`src/design/hrsp_pkg.sv`:
```
`default_nettype none
// ----------------------------------------------------------------------------
// hrsp_pkg
// Shared types, codes and character helpers for the HTTP response parser.
// ----------------------------------------------------------------------------
package hrsp_pkg;

    localparam int LENGTH_BITS = 32;
    localparam int STATUS_BITS = 16;

    localparam logic [LENGTH_BITS-1:0] LEN_MAX  = '1;
    localparam logic [STATUS_BITS-1:0] STAT_MAX = '1;

    localparam int LEN_ACC_BITS  = LENGTH_BITS + 5;
    localparam int STAT_ACC_BITS = STATUS_BITS + 5;

    // Configuration port
    localparam int                 ADDR_BITS     = 3;
    localparam logic [0:0]         REG_THRESHOLD = 1'b0;
    localparam logic [STATUS_BITS-1:0] THRESHOLD_RESET = STATUS_BITS'(500);

    // Input actions
    localparam logic [1:0] ACT_BYTE = 2'd0;
    localparam logic [1:0] ACT_EOF  = 2'd1;
    localparam logic [1:0] ACT_NEW  = 2'd2;

    // Parser modes
    localparam logic [2:0] M_IDLE   = 3'd0;
    localparam logic [2:0] M_WAIT   = 3'd1;
    localparam logic [2:0] M_HEAD   = 3'd2;
    localparam logic [2:0] M_BODY   = 3'd3;
    localparam logic [2:0] M_CLOSED = 3'd4;
    localparam logic [2:0] M_BROKEN = 3'd5;

    // Line phases: status line
    localparam logic [2:0] S_PREFIX = 3'd0;
    localparam logic [2:0] S_MINOR1 = 3'd1;
    localparam logic [2:0] S_MINOR  = 3'd2;
    localparam logic [2:0] S_GAP    = 3'd3;
    localparam logic [2:0] S_STATUS = 3'd4;
    localparam logic [2:0] S_DONE   = 3'd5;
    localparam logic [2:0] S_FAIL   = 3'd6;

    // Line phases: header line
    localparam logic [2:0] H_START   = 3'd0;
    localparam logic [2:0] H_PREFIX  = 3'd1;
    localparam logic [2:0] H_OTHER   = 3'd2;
    localparam logic [2:0] H_VAL_WS  = 3'd3;
    localparam logic [2:0] H_ZERO    = 3'd4;
    localparam logic [2:0] H_HEX1    = 3'd5;
    localparam logic [2:0] H_VAL     = 3'd6;
    localparam logic [2:0] H_VAL_END = 3'd7;

    // Number bases of the length value
    localparam logic [1:0] BASE_DEC = 2'd0;
    localparam logic [1:0] BASE_OCT = 2'd1;
    localparam logic [1:0] BASE_HEX = 2'd2;

    localparam logic [4:0] STATUS_PREFIX_LEN = 5'd7;
    localparam logic [4:0] LENGTH_PREFIX_LEN = 5'd16;
    localparam logic [4:0] DIGIT_NONE        = 5'd16;

    localparam logic [7:0] CHAR_CR = 8'h0D;
    localparam logic [7:0] CHAR_LF = 8'h0A;

    typedef struct packed {
        logic [1:0] action;
        logic [7:0] data_byte;
    } item_t;

    // Output stream data word, last field in the lowest bits
    typedef struct packed {
        logic [1:0]             pad;
        logic                   server_overload;
        logic                   has_length;
        logic [LENGTH_BITS-1:0] content_length;
        logic                   status_valid;
        logic [STATUS_BITS-1:0] status_code;
        logic [7:0]             body_data;
        logic [2:0]             parse_state;
    } tdata_t;

    typedef struct packed {
        tdata_t data;
        logic   body_valid;
        logic   response_done;
    } res_t;

    function automatic logic [7:0] status_char(input logic [2:0] idx);
        logic [7:0] ch;
        case (idx)
            3'd0:    ch = "H";
            3'd1:    ch = "T";
            3'd2:    ch = "T";
            3'd3:    ch = "P";
            3'd4:    ch = "/";
            3'd5:    ch = "1";
            3'd6:    ch = ".";
            default: ch = 8'h00;
        endcase
        return ch;
    endfunction

    function automatic logic [7:0] length_char(input logic [3:0] idx);
        logic [7:0] ch;
        case (idx)
            4'd0:    ch = "c";
            4'd1:    ch = "o";
            4'd2:    ch = "n";
            4'd3:    ch = "t";
            4'd4:    ch = "e";
            4'd5:    ch = "n";
            4'd6:    ch = "t";
            4'd7:    ch = "-";
            4'd8:    ch = "l";
            4'd9:    ch = "e";
            4'd10:   ch = "n";
            4'd11:   ch = "g";
            4'd12:   ch = "t";
            4'd13:   ch = "h";
            4'd14:   ch = ":";
            default: ch = " ";
        endcase
        return ch;
    endfunction

    function automatic logic is_space(input logic [7:0] c);
        return c inside {8'h20, 8'h09, 8'h0A, 8'h0B, 8'h0C, 8'h0D};
    endfunction

    function automatic logic is_digit(input logic [7:0] c);
        return c inside {["0":"9"]};
    endfunction

    function automatic logic [4:0] digit_value(input logic [7:0] c);
        logic [4:0] d;
        if (c inside {["0":"9"]})
            d = 5'(c - "0");
        else if (c inside {["a":"f"]})
            d = 5'(c - "a" + 8'd10);
        else if (c inside {["A":"F"]})
            d = 5'(c - "A" + 8'd10);
        else
            d = DIGIT_NONE;
        return d;
    endfunction

    function automatic logic [7:0] to_lower(input logic [7:0] c);
        return (c inside {["A":"Z"]}) ? c + 8'd32 : c;
    endfunction

    function automatic logic [4:0] radix_of(input logic [1:0] base);
        logic [4:0] r;
        case (base)
            BASE_OCT: r = 5'd8;
            BASE_HEX: r = 5'd16;
            default:  r = 5'd10;
        endcase
        return r;
    endfunction

    // Phase after a lone CR is fed as an ordinary whitespace character
    function automatic logic [2:0] feed_cr(input logic status_line, input logic [2:0] ph);
        logic [2:0] n;
        n = ph;
        if (status_line) begin
            case (ph)
                S_PREFIX: n = S_FAIL;
                S_MINOR1: n = S_FAIL;
                S_MINOR:  n = S_GAP;
                S_STATUS: n = S_DONE;
                default:  n = ph;
            endcase
        end
        else begin
            case (ph)
                H_START:  n = H_OTHER;
                H_PREFIX: n = H_OTHER;
                H_ZERO:   n = H_VAL_END;
                H_HEX1:   n = H_VAL_END;
                H_VAL:    n = H_VAL_END;
                default:  n = ph;
            endcase
        end
        return n;
    endfunction

    // v * radix + d, saturating at all ones
    function automatic logic [LENGTH_BITS-1:0] mac_len(input logic [LENGTH_BITS-1:0] v,
                                                      input logic [1:0] base,
                                                      input logic [3:0] d);
        logic [LEN_ACC_BITS-1:0] acc;
        case (base)
            BASE_HEX: acc = LEN_ACC_BITS'(v) << 4;
            BASE_OCT: acc = LEN_ACC_BITS'(v) << 3;
            default:  acc = (LEN_ACC_BITS'(v) << 3) + (LEN_ACC_BITS'(v) << 1);
        endcase
        acc = acc + LEN_ACC_BITS'(d);
        return (acc > LEN_ACC_BITS'(LEN_MAX)) ? LEN_MAX : acc[LENGTH_BITS-1:0];
    endfunction

    function automatic logic [STATUS_BITS-1:0] mac_stat(input logic [STATUS_BITS-1:0] v,
                                                       input logic [3:0] d);
        logic [STAT_ACC_BITS-1:0] acc;
        acc = (STAT_ACC_BITS'(v) << 3) + (STAT_ACC_BITS'(v) << 1) + STAT_ACC_BITS'(d);
        return (acc > STAT_ACC_BITS'(STAT_MAX)) ? STAT_MAX : acc[STATUS_BITS-1:0];
    endfunction

endpackage
`default_nettype wire

```
`src/design/http_response_stream_parser.sv`:
```
`default_nettype none
// ----------------------------------------------------------------------------
// http_response_stream_parser
// Byte-at-a-time HTTP/1.x response header parser with body pass-through.
// ----------------------------------------------------------------------------
// Path: a word accepted on the slave side passes the input register, then
//   the result register, before it shows on the master side.
// Throughput: one word per cycle unless the master side stalls; the parser
//   step is a single pass through the state update logic between the two registers.
// Reset: rst_n is asynchronous, active low; the parser comes up idle with
//   every count cleared and the overload threshold at 500.
// ----------------------------------------------------------------------------
module http_response_stream_parser
(
    input  wire                             clk,
    input  wire                             rst_n,
    // Slave side
    input  wire                             s_tvalid,
    output logic                            s_tready,
    input  wire  [7:0]                      s_tdata,   // [7:0] data_byte
    input  wire  [1:0]                      s_tuser,   // [1:0] action
    // Master side
    output logic                            m_tvalid,
    input  wire                             m_tready,
    output logic [63:0]                     m_tdata,   // [2:0] parse_state,
                                                       // [10:3] body_data,
                                                       // [26:11] status_code,
                                                       // [27] status_valid,
                                                       // [59:28] content_length,
                                                       // [60] has_length,
                                                       // [61] server_overload
    output logic [0:0]                      m_tuser,   // [0] body_valid
    output logic                            m_tlast,   // response_done
    // Configuration
    input  wire                             psel,
    input  wire                             penable,
    input  wire                             pwrite,
    input  wire  [hrsp_pkg::ADDR_BITS-1:0]  paddr,
    input  wire  [31:0]                     pwdata,
    output logic [31:0]                     prdata,
    output logic                            pready
);

    logic                             in_vld_reg, in_vld_next;
    hrsp_pkg::item_t                  in_item_reg, in_item_next;
    logic                             out_vld_reg, out_vld_next;
    hrsp_pkg::res_t                   out_res_reg, out_res_next;

    logic                             s_fire;
    logic                             advance;
    logic [hrsp_pkg::STATUS_BITS-1:0] threshold;
    hrsp_pkg::res_t                   step_res;

    // Advance the held word whenever the result register is free or
    // being drained this cycle; take a new word whenever the input
    // register empties at the same edge.
    assign advance  = in_vld_reg && (!out_vld_reg || m_tready);
    assign s_tready = !in_vld_reg || advance;
    assign s_fire   = s_tvalid && s_tready;

    hrsp_cfg u_cfg
    (
        .clk       (clk),
        .rst_n     (rst_n),
        .psel      (psel),
        .penable   (penable),
        .pwrite    (pwrite),
        .paddr     (paddr),
        .pwdata    (pwdata),
        .prdata    (prdata),
        .pready    (pready),
        .threshold (threshold)
    );

    // The parser state moves only when a word advances into the result
    // register, so a stall on the master side freezes it.
    hrsp_parse u_parse
    (
        .clk       (clk),
        .rst_n     (rst_n),
        .step      (advance),
        .item      (in_item_reg),
        .threshold (threshold),
        .res       (step_res)
    );

    always_comb
    begin
        in_vld_next  = in_vld_reg && !advance;
        in_item_next = in_item_reg;
        if (s_fire)
        begin
            in_vld_next            = 1'b1;
            in_item_next.action    = s_tuser;
            in_item_next.data_byte = s_tdata;
        end

        out_vld_next = out_vld_reg && !m_tready;
        out_res_next = out_res_reg;
        if (advance)
        begin
            out_vld_next = 1'b1;
            out_res_next = step_res;
        end
    end

    // Control: valid flags
    always_ff @(posedge clk or negedge rst_n)
    begin
        if (!rst_n)
        begin
            in_vld_reg  <= 1'b0;
            out_vld_reg <= 1'b0;
        end
        else
        begin
            in_vld_reg  <= in_vld_next;
            out_vld_reg <= out_vld_next;
        end
    end

    // Payload: no reset needed
    always_ff @(posedge clk)
    begin
        in_item_reg <= in_item_next;
        out_res_reg <= out_res_next;
    end

    assign m_tvalid   = out_vld_reg;
    assign m_tdata    = out_res_reg.data;
    assign m_tuser[0] = out_res_reg.body_valid;
    assign m_tlast    = out_res_reg.response_done;

endmodule
`default_nettype wire

```
`src/design/hrsp_cfg.sv`:
```
`default_nettype none
// ----------------------------------------------------------------------------
// hrsp_cfg
// Register port holding the overload status threshold.
// ----------------------------------------------------------------------------
module hrsp_cfg
(
    input  wire                                 clk,
    input  wire                                 rst_n,
    input  wire                                 psel,
    input  wire                                 penable,
    input  wire                                 pwrite,
    input  wire  [hrsp_pkg::ADDR_BITS-1:0]      paddr,
    input  wire  [31:0]                         pwdata,
    output logic [31:0]                         prdata,
    output logic                                pready,
    output logic [hrsp_pkg::STATUS_BITS-1:0]    threshold
);

    logic [hrsp_pkg::STATUS_BITS-1:0] thr_reg;
    logic [hrsp_pkg::STATUS_BITS-1:0] thr_next;
    logic                             wr_hit;

    assign pready = 1'b1;
    assign wr_hit = psel && penable && pwrite && (paddr[2] == hrsp_pkg::REG_THRESHOLD);

    always_comb
    begin
        thr_next = thr_reg;
        if (wr_hit)
        begin
            thr_next = pwdata[hrsp_pkg::STATUS_BITS-1:0];
        end
    end

    always_ff @(posedge clk or negedge rst_n)
    begin
        if (!rst_n)
        begin
            thr_reg <= hrsp_pkg::THRESHOLD_RESET;
        end
        else
        begin
            thr_reg <= thr_next;
        end
    end

    assign prdata    = (paddr[2] == hrsp_pkg::REG_THRESHOLD) ? 32'(thr_reg) : 32'd0;
    assign threshold = thr_reg;

endmodule
`default_nettype wire

```
`src/design/hrsp_parse.sv`:
```
`default_nettype none
// ----------------------------------------------------------------------------
// hrsp_parse
// Parser state and the one-byte step that updates it and forms the result.
// ----------------------------------------------------------------------------
module hrsp_parse
(
    input  wire                                 clk,
    input  wire                                 rst_n,
    input  wire                                 step,
    input  wire  hrsp_pkg::item_t               item,
    input  wire  [hrsp_pkg::STATUS_BITS-1:0]    threshold,
    output hrsp_pkg::res_t                      res
);

    logic [2:0]                         mode_reg,  mode_next;
    logic [2:0]                         phase_reg, phase_next;
    logic [4:0]                         pidx_reg,  pidx_next;
    logic                               cr_reg,    cr_next;
    logic [hrsp_pkg::STATUS_BITS-1:0]   stat_reg,  stat_next;
    logic [hrsp_pkg::LENGTH_BITS-1:0]   len_reg,   len_next;
    logic [1:0]                         base_reg,  base_next;
    logic                               seen_reg,  seen_next;
    logic [hrsp_pkg::LENGTH_BITS-1:0]   cnt_reg,   cnt_next;
    logic [hrsp_pkg::LENGTH_BITS-1:0]   clen_reg,  clen_next;
    logic                               sok_reg,   sok_next;

    logic [7:0] c;
    logic [4:0] dv;
    logic [2:0] ph_a;
    logic       feed;
    logic       body_valid;
    logic       done;

    assign c  = item.data_byte;
    assign dv = hrsp_pkg::digit_value(c);

    always_comb
    begin
        mode_next  = mode_reg;
        phase_next = phase_reg;
        pidx_next  = pidx_reg;
        cr_next    = cr_reg;
        stat_next  = stat_reg;
        len_next   = len_reg;
        base_next  = base_reg;
        seen_next  = seen_reg;
        cnt_next   = cnt_reg;
        clen_next  = clen_reg;
        sok_next   = sok_reg;
        ph_a       = phase_reg;
        feed       = 1'b0;
        body_valid = 1'b0;
        done       = 1'b0;

        if (step)
        begin
            case (item.action)
                hrsp_pkg::ACT_BYTE:
                begin
                    if (mode_reg == hrsp_pkg::M_WAIT || mode_reg == hrsp_pkg::M_HEAD)
                    begin
                        feed = 1'b1;
                        if (cr_reg)
                        begin
                            cr_next = 1'b0;
                            if (c == hrsp_pkg::CHAR_LF)
                            begin
                                // end of line: commit what the line carried
                                feed = 1'b0;
                                if (mode_reg == hrsp_pkg::M_WAIT)
                                begin
                                    if (phase_reg == hrsp_pkg::S_STATUS ||
                                        phase_reg == hrsp_pkg::S_DONE)
                                    begin
                                        sok_next  = 1'b1;
                                        mode_next = hrsp_pkg::M_HEAD;
                                    end
                                    else
                                    begin
                                        mode_next = hrsp_pkg::M_BROKEN;
                                    end
                                end
                                else if (phase_reg == hrsp_pkg::H_START)
                                begin
                                    mode_next = hrsp_pkg::M_BODY;
                                    cnt_next  = '0;
                                    if (seen_reg && clen_reg == '0)
                                    begin
                                        mode_next = hrsp_pkg::M_IDLE;
                                        done      = 1'b1;
                                    end
                                end
                                else if (phase_reg >= hrsp_pkg::H_VAL_WS)
                                begin
                                    clen_next = len_reg;
                                    seen_next = 1'b1;
                                end
                                phase_next = hrsp_pkg::H_START;
                                pidx_next  = '0;
                                base_next  = hrsp_pkg::BASE_DEC;
                            end
                            else
                            begin
                                ph_a = hrsp_pkg::feed_cr(mode_reg == hrsp_pkg::M_WAIT,
                                                         phase_reg);
                            end
                        end

                        if (feed)
                        begin
                            phase_next = ph_a;
                            if (c == hrsp_pkg::CHAR_CR)
                            begin
                                cr_next = 1'b1;
                            end
                            else if (mode_reg == hrsp_pkg::M_WAIT)
                            begin
                                case (ph_a)
                                    hrsp_pkg::S_PREFIX:
                                    begin
                                        if (pidx_reg < hrsp_pkg::STATUS_PREFIX_LEN &&
                                            c == hrsp_pkg::status_char(pidx_reg[2:0]))
                                        begin
                                            pidx_next = pidx_reg + 5'd1;
                                            if (pidx_next == hrsp_pkg::STATUS_PREFIX_LEN)
                                            begin
                                                phase_next = hrsp_pkg::S_MINOR1;
                                            end
                                        end
                                        else
                                        begin
                                            phase_next = hrsp_pkg::S_FAIL;
                                        end
                                    end
                                    hrsp_pkg::S_MINOR1:
                                    begin
                                        phase_next = hrsp_pkg::is_digit(c) ?
                                                     hrsp_pkg::S_MINOR : hrsp_pkg::S_FAIL;
                                    end
                                    hrsp_pkg::S_MINOR:
                                    begin
                                        if (!hrsp_pkg::is_digit(c))
                                        begin
                                            phase_next = hrsp_pkg::is_space(c) ?
                                                         hrsp_pkg::S_GAP : hrsp_pkg::S_FAIL;
                                        end
                                    end
                                    hrsp_pkg::S_GAP:
                                    begin
                                        if (hrsp_pkg::is_digit(c))
                                        begin
                                            phase_next = hrsp_pkg::S_STATUS;
                                            stat_next  = hrsp_pkg::STATUS_BITS'(c[3:0]);
                                        end
                                        else if (!hrsp_pkg::is_space(c))
                                        begin
                                            phase_next = hrsp_pkg::S_FAIL;
                                        end
                                    end
                                    hrsp_pkg::S_STATUS:
                                    begin
                                        if (hrsp_pkg::is_digit(c))
                                        begin
                                            stat_next = hrsp_pkg::mac_stat(stat_reg, c[3:0]);
                                        end
                                        else
                                        begin
                                            phase_next = hrsp_pkg::S_DONE;
                                        end
                                    end
                                    default:
                                    begin
                                    end
                                endcase
                            end
                            else
                            begin
                                case (ph_a)
                                    hrsp_pkg::H_START,
                                    hrsp_pkg::H_PREFIX:
                                    begin
                                        if (pidx_reg < hrsp_pkg::LENGTH_PREFIX_LEN &&
                                            hrsp_pkg::to_lower(c) ==
                                            hrsp_pkg::length_char(pidx_reg[3:0]))
                                        begin
                                            pidx_next  = pidx_reg + 5'd1;
                                            phase_next = hrsp_pkg::H_PREFIX;
                                            if (pidx_next == hrsp_pkg::LENGTH_PREFIX_LEN)
                                            begin
                                                phase_next = hrsp_pkg::H_VAL_WS;
                                                len_next   = '0;
                                            end
                                        end
                                        else
                                        begin
                                            phase_next = hrsp_pkg::H_OTHER;
                                        end
                                    end
                                    hrsp_pkg::H_VAL_WS:
                                    begin
                                        if (c == "0")
                                        begin
                                            phase_next = hrsp_pkg::H_ZERO;
                                        end
                                        else if (c inside {["1":"9"]})
                                        begin
                                            phase_next = hrsp_pkg::H_VAL;
                                            base_next  = hrsp_pkg::BASE_DEC;
                                            len_next   = hrsp_pkg::LENGTH_BITS'(dv[3:0]);
                                        end
                                        else if (!hrsp_pkg::is_space(c))
                                        begin
                                            phase_next = hrsp_pkg::H_VAL_END;
                                        end
                                    end
                                    hrsp_pkg::H_ZERO:
                                    begin
                                        if (c == "x" || c == "X")
                                        begin
                                            phase_next = hrsp_pkg::H_HEX1;
                                        end
                                        else if (c inside {["0":"7"]})
                                        begin
                                            phase_next = hrsp_pkg::H_VAL;
                                            base_next  = hrsp_pkg::BASE_OCT;
                                            len_next   = hrsp_pkg::LENGTH_BITS'(dv[3:0]);
                                        end
                                        else
                                        begin
                                            phase_next = hrsp_pkg::H_VAL_END;
                                        end
                                    end
                                    hrsp_pkg::H_HEX1:
                                    begin
                                        if (dv != hrsp_pkg::DIGIT_NONE)
                                        begin
                                            phase_next = hrsp_pkg::H_VAL;
                                            base_next  = hrsp_pkg::BASE_HEX;
                                            len_next   = hrsp_pkg::LENGTH_BITS'(dv[3:0]);
                                        end
                                        else
                                        begin
                                            phase_next = hrsp_pkg::H_VAL_END;
                                        end
                                    end
                                    hrsp_pkg::H_VAL:
                                    begin
                                        if (dv < hrsp_pkg::radix_of(base_reg))
                                        begin
                                            len_next = hrsp_pkg::mac_len(len_reg, base_reg,
                                                                         dv[3:0]);
                                        end
                                        else
                                        begin
                                            phase_next = hrsp_pkg::H_VAL_END;
                                        end
                                    end
                                    default:
                                    begin
                                    end
                                endcase
                            end
                        end
                    end
                    else if (mode_reg == hrsp_pkg::M_BODY)
                    begin
                        body_valid = 1'b1;
                        if (cnt_reg != hrsp_pkg::LEN_MAX)
                        begin
                            cnt_next = cnt_reg + hrsp_pkg::LENGTH_BITS'(1);
                        end
                        if (seen_reg && cnt_next >= clen_reg)
                        begin
                            mode_next = hrsp_pkg::M_IDLE;
                            done      = 1'b1;
                        end
                    end
                end
                hrsp_pkg::ACT_EOF:
                begin
                    if (mode_reg == hrsp_pkg::M_IDLE || mode_reg == hrsp_pkg::M_CLOSED ||
                        (mode_reg == hrsp_pkg::M_BODY && !seen_reg))
                    begin
                        mode_next = hrsp_pkg::M_CLOSED;
                    end
                    else
                    begin
                        mode_next = hrsp_pkg::M_BROKEN;
                    end
                end
                hrsp_pkg::ACT_NEW:
                begin
                    mode_next  = hrsp_pkg::M_WAIT;
                    phase_next = hrsp_pkg::S_PREFIX;
                    pidx_next  = '0;
                    cr_next    = 1'b0;
                    stat_next  = '0;
                    len_next   = '0;
                    base_next  = hrsp_pkg::BASE_DEC;
                    seen_next  = 1'b0;
                    cnt_next   = '0;
                    clen_next  = '0;
                    sok_next   = 1'b0;
                end
                default:
                begin
                end
            endcase
        end
    end

    always_ff @(posedge clk or negedge rst_n)
    begin
        if (!rst_n)
        begin
            mode_reg  <= hrsp_pkg::M_IDLE;
            phase_reg <= hrsp_pkg::S_PREFIX;
            pidx_reg  <= '0;
            cr_reg    <= 1'b0;
            stat_reg  <= '0;
            len_reg   <= '0;
            base_reg  <= hrsp_pkg::BASE_DEC;
            seen_reg  <= 1'b0;
            cnt_reg   <= '0;
            clen_reg  <= '0;
            sok_reg   <= 1'b0;
        end
        else
        begin
            mode_reg  <= mode_next;
            phase_reg <= phase_next;
            pidx_reg  <= pidx_next;
            cr_reg    <= cr_next;
            stat_reg  <= stat_next;
            len_reg   <= len_next;
            base_reg  <= base_next;
            seen_reg  <= seen_next;
            cnt_reg   <= cnt_next;
            clen_reg  <= clen_next;
            sok_reg   <= sok_next;
        end
    end

    always_comb
    begin
        res                      = '0;
        res.data.parse_state     = mode_next;
        res.data.body_data       = body_valid ? c : 8'd0;
        res.data.status_code     = sok_next ? stat_next : '0;
        res.data.status_valid    = sok_next;
        res.data.content_length  = clen_next;
        res.data.has_length      = seen_next;
        res.data.server_overload = sok_next && (stat_next >= threshold);
        res.body_valid           = body_valid;
        res.response_done        = done;
    end

endmodule
`default_nettype wire

```
`config.mk`:
```
export PLATFORM = sky130hd
export DESIGN_NAME = http_response_stream_parser
export DESIGN_NICKNAME = d
export VERILOG_FILES = /design/src/design/hrsp_pkg.sv /design/src/design/http_response_stream_parser.sv /design/src/design/hrsp_cfg.sv /design/src/design/hrsp_parse.sv
export SDC_FILE = /design/constraint.sdc
export NUM_CORES = 1
export LEC_CHECK = 0
export BUFFER_PORTS_ARGS = -buffer_cell sky130_fd_sc_hd__buf_4
export CAP_MARGIN = 0
export CORE_MARGIN = 2
export CORE_UTILIZATION = 55
export DETAILED_ROUTE_END_ITERATION = 8
export GPL_ROUTABILITY_DRIVEN = 0
export PLACE_DENSITY = 0.75
export SETUP_SLACK_MARGIN = 0.05
export SYNTH_ARGS = -nofsm -noshare
export SYNTH_HDL_FRONTEND = slang
export SYNTH_HIERARCHICAL = 1
export SYNTH_SLANG_ARGS = --single-unit
```
`constraint.sdc`:
```
create_clock -name clk -period 18 [get_ports clk]
set_clock_uncertainty 0.1 [all_clocks]
set_input_delay 1.8 -clock clk [delete_from_list [all_inputs] [get_ports clk]]
set_output_delay 1.8 -clock clk [all_outputs]
set_load 0.05 [all_outputs]
```
# Word-level counts from Yosys, hierarchy flattened
# Memory sizes are Yosys's and may differ from the RTL's.
# Index checks and enable logic that the tools add are counted.
# classes
add_sub_neg	12
eq_ne	60
n_bitwise	1
reduce_logical	47
order_cmp	17
n_mux	190
# op_table
operator	count
$mux 32	31
$mux 37	8
$pmux 32 s2	3
$pmux 32 s5	1
$mux 16	9
$mux 8	15
$mux 3	34
$mux 5	20
$pmux 37 s2	1
$pmux 16 s2	2
$pmux 7 s6	1
$eq 8x4->1 const B	5
$mux 1	38
$add 37x4->37	1
$gt 37x32->1 const B	1
$add 35x33->36	1
$add 32x1->32 const B	1
$ge 32x32->1	1
$logic_not 32->1	1
$ne 32x32->1 const B	1
$eq 3x3->1 const B	10
$pmux 3 s5	2
$mux 2	14
$le 8x7->1 const B	3
other kinds (52)	123
# word_totals
in_bits	52
out_inout_bits	101
n_memories	1
rom_bits	96
reg_bits	220
# memory_table
name	words	word_bits	read_ports	rd_clocked_by_memory_dff	write_ports	line_no	source
(name not given)	16	6	1	0	0	hrsp_pkg.sv:106	case (idx)

# Depth between registers and ports, before layout
# Gate-level depths: netlist of run 1.
# logic_depth
ltp_word	36
depth_mapped	26

# Modules after synthesis
# The synthesis of run 1 kept the hierarchy.
# modules_own_cells
module	area_per_inst_um2	cells_each	n_inst
hrsp_parse	13272.7	1666	1
http_response_stream_parser	2386.0	84	1
hrsp_cfg	907.1	70	1

# Worst setup path after synthesis of run 1
# Ideal clock, no wire load.
# synth_path
kind	input-to-reg
start	input port m_tready
end	register out_res_reg (netlist bit m_tdata[61]) (data pin)
setup_slack_ns	11.194
path_buffers	1
cell_stages	22
arrival_ns	6.447
path_cell_list	nand2b_1 > and2_1 > nand2b_1 > clkbuf_1 > nor2_1 > nand2_1 > nor2_1 > o21ai_0 > o32ai_1 > nand2_1 > ha_1 > nand2b_1 > a21o_1 > a21o_1 > a21o_1 > a21o_1 > a21o_1 > a21o_1 > a21o_1 > a21oi_1 > or3_1 > a21oi_1
# synth_rtl
element	line_no	source
start, declared	http_response_stream_parser.sv:24	input wire m_tready,
end signal, assigned	http_response_stream_parser.sv:126	out_res_reg <= out_res_next;
end, declared	http_response_stream_parser.sv:47	hrsp_pkg::res_t out_res_reg, out_res_next;

==> run metrics, run 1 <==
Final Cycle Share 35.8%; overall routing resource usage 26.9%; postcts setup bufs 0; worst vdd ir 69.4 uV; Finish-stage setup viols 0; Die W 178 um; ys async rst share 65.8%; H-tree depth 1; cell with the most instances on the worst path a21o_1; largest net degree at the start of global routing 81; commonest non-fill, non-tap cell in the layout nand2_1; CP arrival 6.62 ns; final wirelength 42.6 mm; hold_buf cts 0; Antenna Cells 0; DRT Pass-1 Iters 6; most frequent cells in the layout 147 x nand2_1, 140 x dfrtp_1, 132 x ha_1; vias in the first global route 13,606; PwrDens 74.8 nW/um2; Critical Path Max Stage Delay 0.85 ns; max reg flops 64; crit end category flop; final hold vios 0; Startpoint Class flop; TritonCTS buffer count 25; layout cells sized above 1 11.8%; sequential share of power 42.5%; ANT nets after route 0; RSZ-0062 raised after global routing no; Post-synth EDFFs 76; reg-to-reg slack, setup 11.56 ns; placed cell area 17,500 um2; initial antenna violation count 0; GRT overflow 0; # DRC 0; fin nets 2,060; post-synthesis cell area 16,600 um2; Switching Share 30.7%; fin area 18,300 um2; site row count 63; Max Root-Sink Buffers 3; Clock Power Share 37.4%; Initial Util 55.9%; Switch Pwr 0.421 mW; mean number of vias per cell 6.28; CTS root buf clkbuf_16; Syn Area/Cell 9.10 um2; CTS tree yes; library cells used by synthesis 94; area grow syn2layout 10.6%; worst min path class flop to flop; # port buffers 117; Slew HR 27.8%; Worst Path Max Fanout 22; combinational power share 20.0%; Core Area 29,600 um2; register area share after synthesis 35.9%; max cap viols 0; #FFs+latches synth 222; static leakage 8.26 nW; power consumption 1.37 mW; first-pass GRT wire length 69.4 mm; DP Wirelength 31.1 mm; Buf/Inv on CP 0; Die H 178 um; Synth Warn # 6; Clock Sink Count 222; Top FF cell, synth dfrtp_1; setup_tns 0 ns; Worst Tran Pin Value 1.08 ns; initial DRC count 1,475; Die ar. 31,500 um2; post-DR wirelength/cell 18.7 um; PostCTS Resize Cnt 0; Syn Inst Count 1,820; crit path max-delay cell type edfxtp_1; pre-CTS setup slack 11.64 ns; Worst path top cell family by delay compound AO/OA/AOI/OAI gates; CTS clk-pin slew, worst paths 0.06 ns; clock latency on the worst-skew pair 0.53 ns; I/O Pins 153; critical path class flop to flop; fin crit period 6.44 ns; hold_ws 0.403 ns; Final Slew Violations 0; CP required 18.18 ns; vias 14,301; worst setup margin 11.56 ns; Cell Int Power 0.950 mW; status complete, no violations; Fmax achieved 0.155 GHz
## kinds of logic after synthesis
kind of cell	synth area share, %
compound gates	24.1
xor+xnor	4.86
simple gates	17.0
other cells	0.0680
fa+ha+maj	10.5
flops	35.9
mux	1.95
buf+inv	5.64
## per-stage QoR
stage | instances | util (%)
6_report | 2279 | 61.8
5_1_grt | 2279 | 61.8
4_1_cts | 2279 | 61.8
3_5_place_dp | 2234 | 59.1
3_3_place_gp | 2234 | 59.1
2_1_floorplan | 1836 | -
## synth_stat cells (7+ instances only)
| cell type | number | area share, % |
|---|---|---|
| a21o_1 | 51 | 2.3 |
| buf_2 | 9 | 0.27 |
| nand4_1 | 26 | 0.98 |
| edfxtp_1 | 76 | 14 |
| nor3_1 | 41 | 1.2 |
| o21ai_1 | 17 | 0.51 |
| nor2_1 | 112 | 2.5 |
| ha_1 | 133 | 10 |
| xnor2_1 | 58 | 3.1 |
| a22oi_1 | 44 | 2.0 |
| a221oi_1 | 18 | 0.95 |
| nand3_1 | 52 | 1.6 |
| clkbuf_1 | 72 | 1.6 |
| buf_1 | 9 | 0.20 |
| nor4b_1 | 7 | 0.37 |
| or3_1 | 16 | 0.60 |
| o21ai_0 | 113 | 3.4 |
| buf_4 | 24 | 1.1 |
| o22ai_1 | 11 | 0.42 |
| inv_1 | 91 | 2.1 |
| and3_1 | 15 | 0.57 |
| o21a_1 | 10 | 0.45 |
| a21oi_1 | 102 | 3.1 |
| o211ai_1 | 13 | 0.59 |
| mux2_4 | 10 | 0.91 |
| mux2_2 | 10 | 0.68 |
| o21bai_1 | 12 | 0.54 |
| o31ai_1 | 16 | 0.73 |
| a31oi_1 | 22 | 0.83 |
| nand2b_1 | 23 | 0.87 |
| nand2_1 | 147 | 3.3 |
| a211oi_1 | 14 | 0.63 |
| a221o_1 | 9 | 0.54 |
| a22o_1 | 60 | 3.2 |
| and2_1 | 25 | 0.94 |
| nor4_1 | 21 | 0.79 |
| xor2_1 | 34 | 1.8 |
| nor2b_1 | 18 | 0.68 |
| dfrtp_1 | 140 | 21 |
## worst register-to-register path, stage by stage, from the launching register on
cell      delay (ns)
edfxtp_1        0.85
ha_1            0.36
ha_1            0.23
fa_1            0.46
a21o_1          0.19
a21oi_1         0.23
o21bai_1        0.09
a21oi_1         0.22
o21bai_1        0.14
a211o_1         0.32
nand2_1         0.08
a21o_1          0.30
nor2_1          0.21
o311ai_0        0.44
nand2_1         0.17
ha_1            0.30
a21o_1          0.16
a21o_1          0.18
a21o_1          0.17
a21o_1          0.16
a21o_1          0.17
a21o_1          0.17
a21o_1          0.16
a21oi_1         0.12
or3_1           0.13
a21oi_1         0.06
## area by class of cell
cell class,count,area (um2)
Fill cell,2572,11300
Multi-Input combinational cell,1401,9760
Sequential cell,222,5940
Timing Repair Buffer,129,972
Clock buffer,30,654
Tap cell,390,488
Inverter,92,345
Clock inverter,15,169
## path summary, 6_finish.rpt
path | startpoint | to | depth (start not counted)
max | in_item_reg[2] | m_tdata[61] | 25
min in group asynchronous | rst_n | m_tvalid | 1
max in group asynchronous | rst_n | u_parse/len_reg[20] | 2
max reg2reg | in_item_reg[2] | m_tdata[61] | 25
min | u_parse/cnt_reg[17] | u_parse/cnt_reg[17] | 1
min reg2reg | u_parse/cnt_reg[17] | u_parse/cnt_reg[17] | 1
## per-layer routing
metal	vias to the layer above	GRT usage, %	part of all wire (%)
met2	579	42.3	45
met1	6777	38.1	45
met5	-	0	0
met4	0	8.06	2.6
li1	6867	-	-
met3	78	4.46	8.1
## power groups by stage
| stage | Clock [mW] | Sequential, mW | Combinational [mW] |
|---|---|---|---|
| floorplan | 0 | 0.608 | 0.180 |
| global placement | 0 | 0.590 | 0.265 |
| detailed placement | 0 | 0.591 | 0.269 |
| CTS | 0.521 | 0.582 | 0.271 |
| global route | 0.544 | 0.587 | 0.296 |
| finish | 0.513 | 0.583 | 0.275 |
Power figures use the tool's default switching activity.
==> inputs of run 2 (changes only) <==
==> constraint.sdc (replaced) <==
create_clock -name clk -period 6 [get_ports clk]
set_clock_uncertainty 0.1 [all_clocks]
set_input_delay 0.6 -clock clk [delete_from_list [all_inputs] [get_ports clk]]
set_output_delay 0.6 -clock clk [all_outputs]
set_load 0.05 [all_outputs]
==> run 2 against run 1 <==
  * Register-to-register slack worse by 11 ns
  * Die area unchanged
  * Worst hold slack lost 0.38 ns
  * Setup slack got worse by 11 ns
  * Sequential share of layout area shrank 0.099 points
  * Maximum frequency up 13%
  * Non-clock buffer count is 16 higher
  * Clock power grew to 2.7 times the previous value
  * Utilization is 0.19 points higher
  * Critical endpoint unchanged
==> run metrics, run 2 (synthesis results as in run 1) <==
status complete, no violations; DP Wirelength 32.2 mm; Worst R2R Start in_item_reg[3]; # DRC 0; DRT Pass-1 Iters 7; CTS root buf clkbuf_16; Die H 178 um; hold_ws 0.0273 ns; H-tree depth 1; cell with the most instances on the worst path a21o_1; fin area 18,400 um2; final hold vios 0; critical path cell sequence fa_1 -> ha_1 -> a21o_1 -> a21oi_1 -> o21bai_1 -> a21oi_2 -> o21bai_1 -> a211o_1 -> a21o_1 -> nor4_2 -> nor2_2 -> o311ai_2 -> nand2_1 -> ha_1 -> a21o_1 -> a21o_1 -> a21o_1 -> a21o_1 -> a21o_1 -> a21o_1 -> a21o_1 -> a21oi_1 -> or3_1 -> a21oi_1; crit end category flop; placed cell area 17,600 um2; Final Cycle Share 94.7%; met3 routed WL 3.64 mm; reg-to-reg slack, setup 0.32 ns; max cap viols 0; static leakage 8.30 nW; Worst Path Max Fanout 8; CTS tree yes; Critical Path Max Stage Delay 0.54 ns; worst r2r dst m_tdata[61]; fin nets 2,075; Core Area 29,600 um2; site row count 63; Initial Util 55.9%; final wirelength 44.0 mm; I/O Pins 153; Startpoint Class flop; commonest non-fill, non-tap cell in the layout nand2_1; TritonCTS buffer count 24; vias in the first global route 13,734; vias 14,650; Clock Sink Count 222; postcts setup bufs 0; layout cells sized above 1 12.7%; Final Slew Violations 0; hold_buf cts 0; ANT nets after route 0; Max Root-Sink Buffers 3; initial antenna violation count 0; CTS clk-pin slew, worst paths 0.07 ns; # port buffers 117; Slew HR 27.0%; mean number of vias per cell 6.39; CP arrival 5.87 ns; Die W 178 um; clock latency on the worst-skew pair 0.54 ns; overall routing resource usage 27.7%; crit path max-delay cell type fa_1; Die ar. 31,500 um2; RSZ-0062 raised after global routing yes; initial DRC count 1,573; Fmax achieved 0.176 GHz; first-pass GRT wire length 71.1 mm; CP required 6.18 ns; filler instances 2,567; PostCTS Resize Cnt 1; post-DR wirelength/cell 19.2 um; area grow syn2layout 11.0%; pre-CTS setup slack 0.0397 ns; PwrDens 216 nW/um2; Finish-stage setup viols 0; R2R depth 24; GRT overflow 0; worst setup margin 0.319 ns; Worst Tran Pin Value 1.09 ns; Antenna Cells 0; worst min path class primary input to async pin; max reg flops 64; largest net degree at the start of global routing 85; M1 wire length 19.6 mm; fin crit period 5.68 ns; worst vdd ir 196 uV; most frequent cells in the layout 147 x nand2_1, 144 x buf_4, 140 x dfrtp_1; Top Layer Used met4; critical path class flop to flop; routed length on met2 19.8 mm
run 2: cell type report:
class                   instances  area [um2]  share of cell area, %
flip-flops and latches        222        5940                   32.3
repair buffers                145        1090                   5.94
clock inverters                 9        53.8                  0.293
clock buffers                  34         669                   3.64
multi-input cells            1401        9790                   53.3
well taps                     390         488                   2.65
inverters                      92         345                   1.88
run 2: metrics by stage:
step / TNS, ns / cells / power, mW / util, %
after global routing: -0.000970 / 2293 / 4.13 / 62.0
after detailed placement: 0 / 2250 / 2.60 / 59.5
final: 0 / 2293 / 3.97 / 62.0
after floorplan: 0 / 1836 / 2.36 / -
after CTS: 0 / 2293 / 3.98 / 61.9
after global placement: 0 / 2250 / 2.58 / 59.5
run 2: power breakdown:
group          switching (mW)  total [mW]  internal [mW]  leakage, nW
clock                   0.601        1.38          0.777        0.354
sequential             0.0910        1.75           1.66         2.74
combinational           0.555       0.846          0.291         5.21
run 2: worst max path at each step:
stage | slack [ns] | cells after the start | to | startpoint
6_report | 0.32 | 24 | m_tdata[61] | in_item_reg[3]
5_1_grt | -0.001 | 24 | m_tdata[61] | in_item_reg[3]
4_1_cts | 0.13 | 24 | m_tdata[61] | in_item_reg[3]
3_5_place_dp | 0.04 | 24 | m_tdata[61] | in_item_reg[3]
3_3_place_gp | 0.25 | 24 | m_tdata[61] | in_item_reg[3]
2_1_floorplan | 0.19 | 24 | m_tdata[61] | in_item_reg[3]
run 2: metal layers:
metal	global-route usage [%]	vias up
li1	-	6897
met1	39.7	6973
met2	44.0	682
met3	4.26	98
met4	7.10	0
met5	0	-
run 2: worst max-delay path, delay by kind of cell (launching register included):
kind | cells | cell delay [ns]
DFF | 1 | 0.43
AOI/OAI and AO/OA | 17 | 2.99
and+or+nand+nor | 4 | 0.72
adders and majority gates | 3 | 1.16
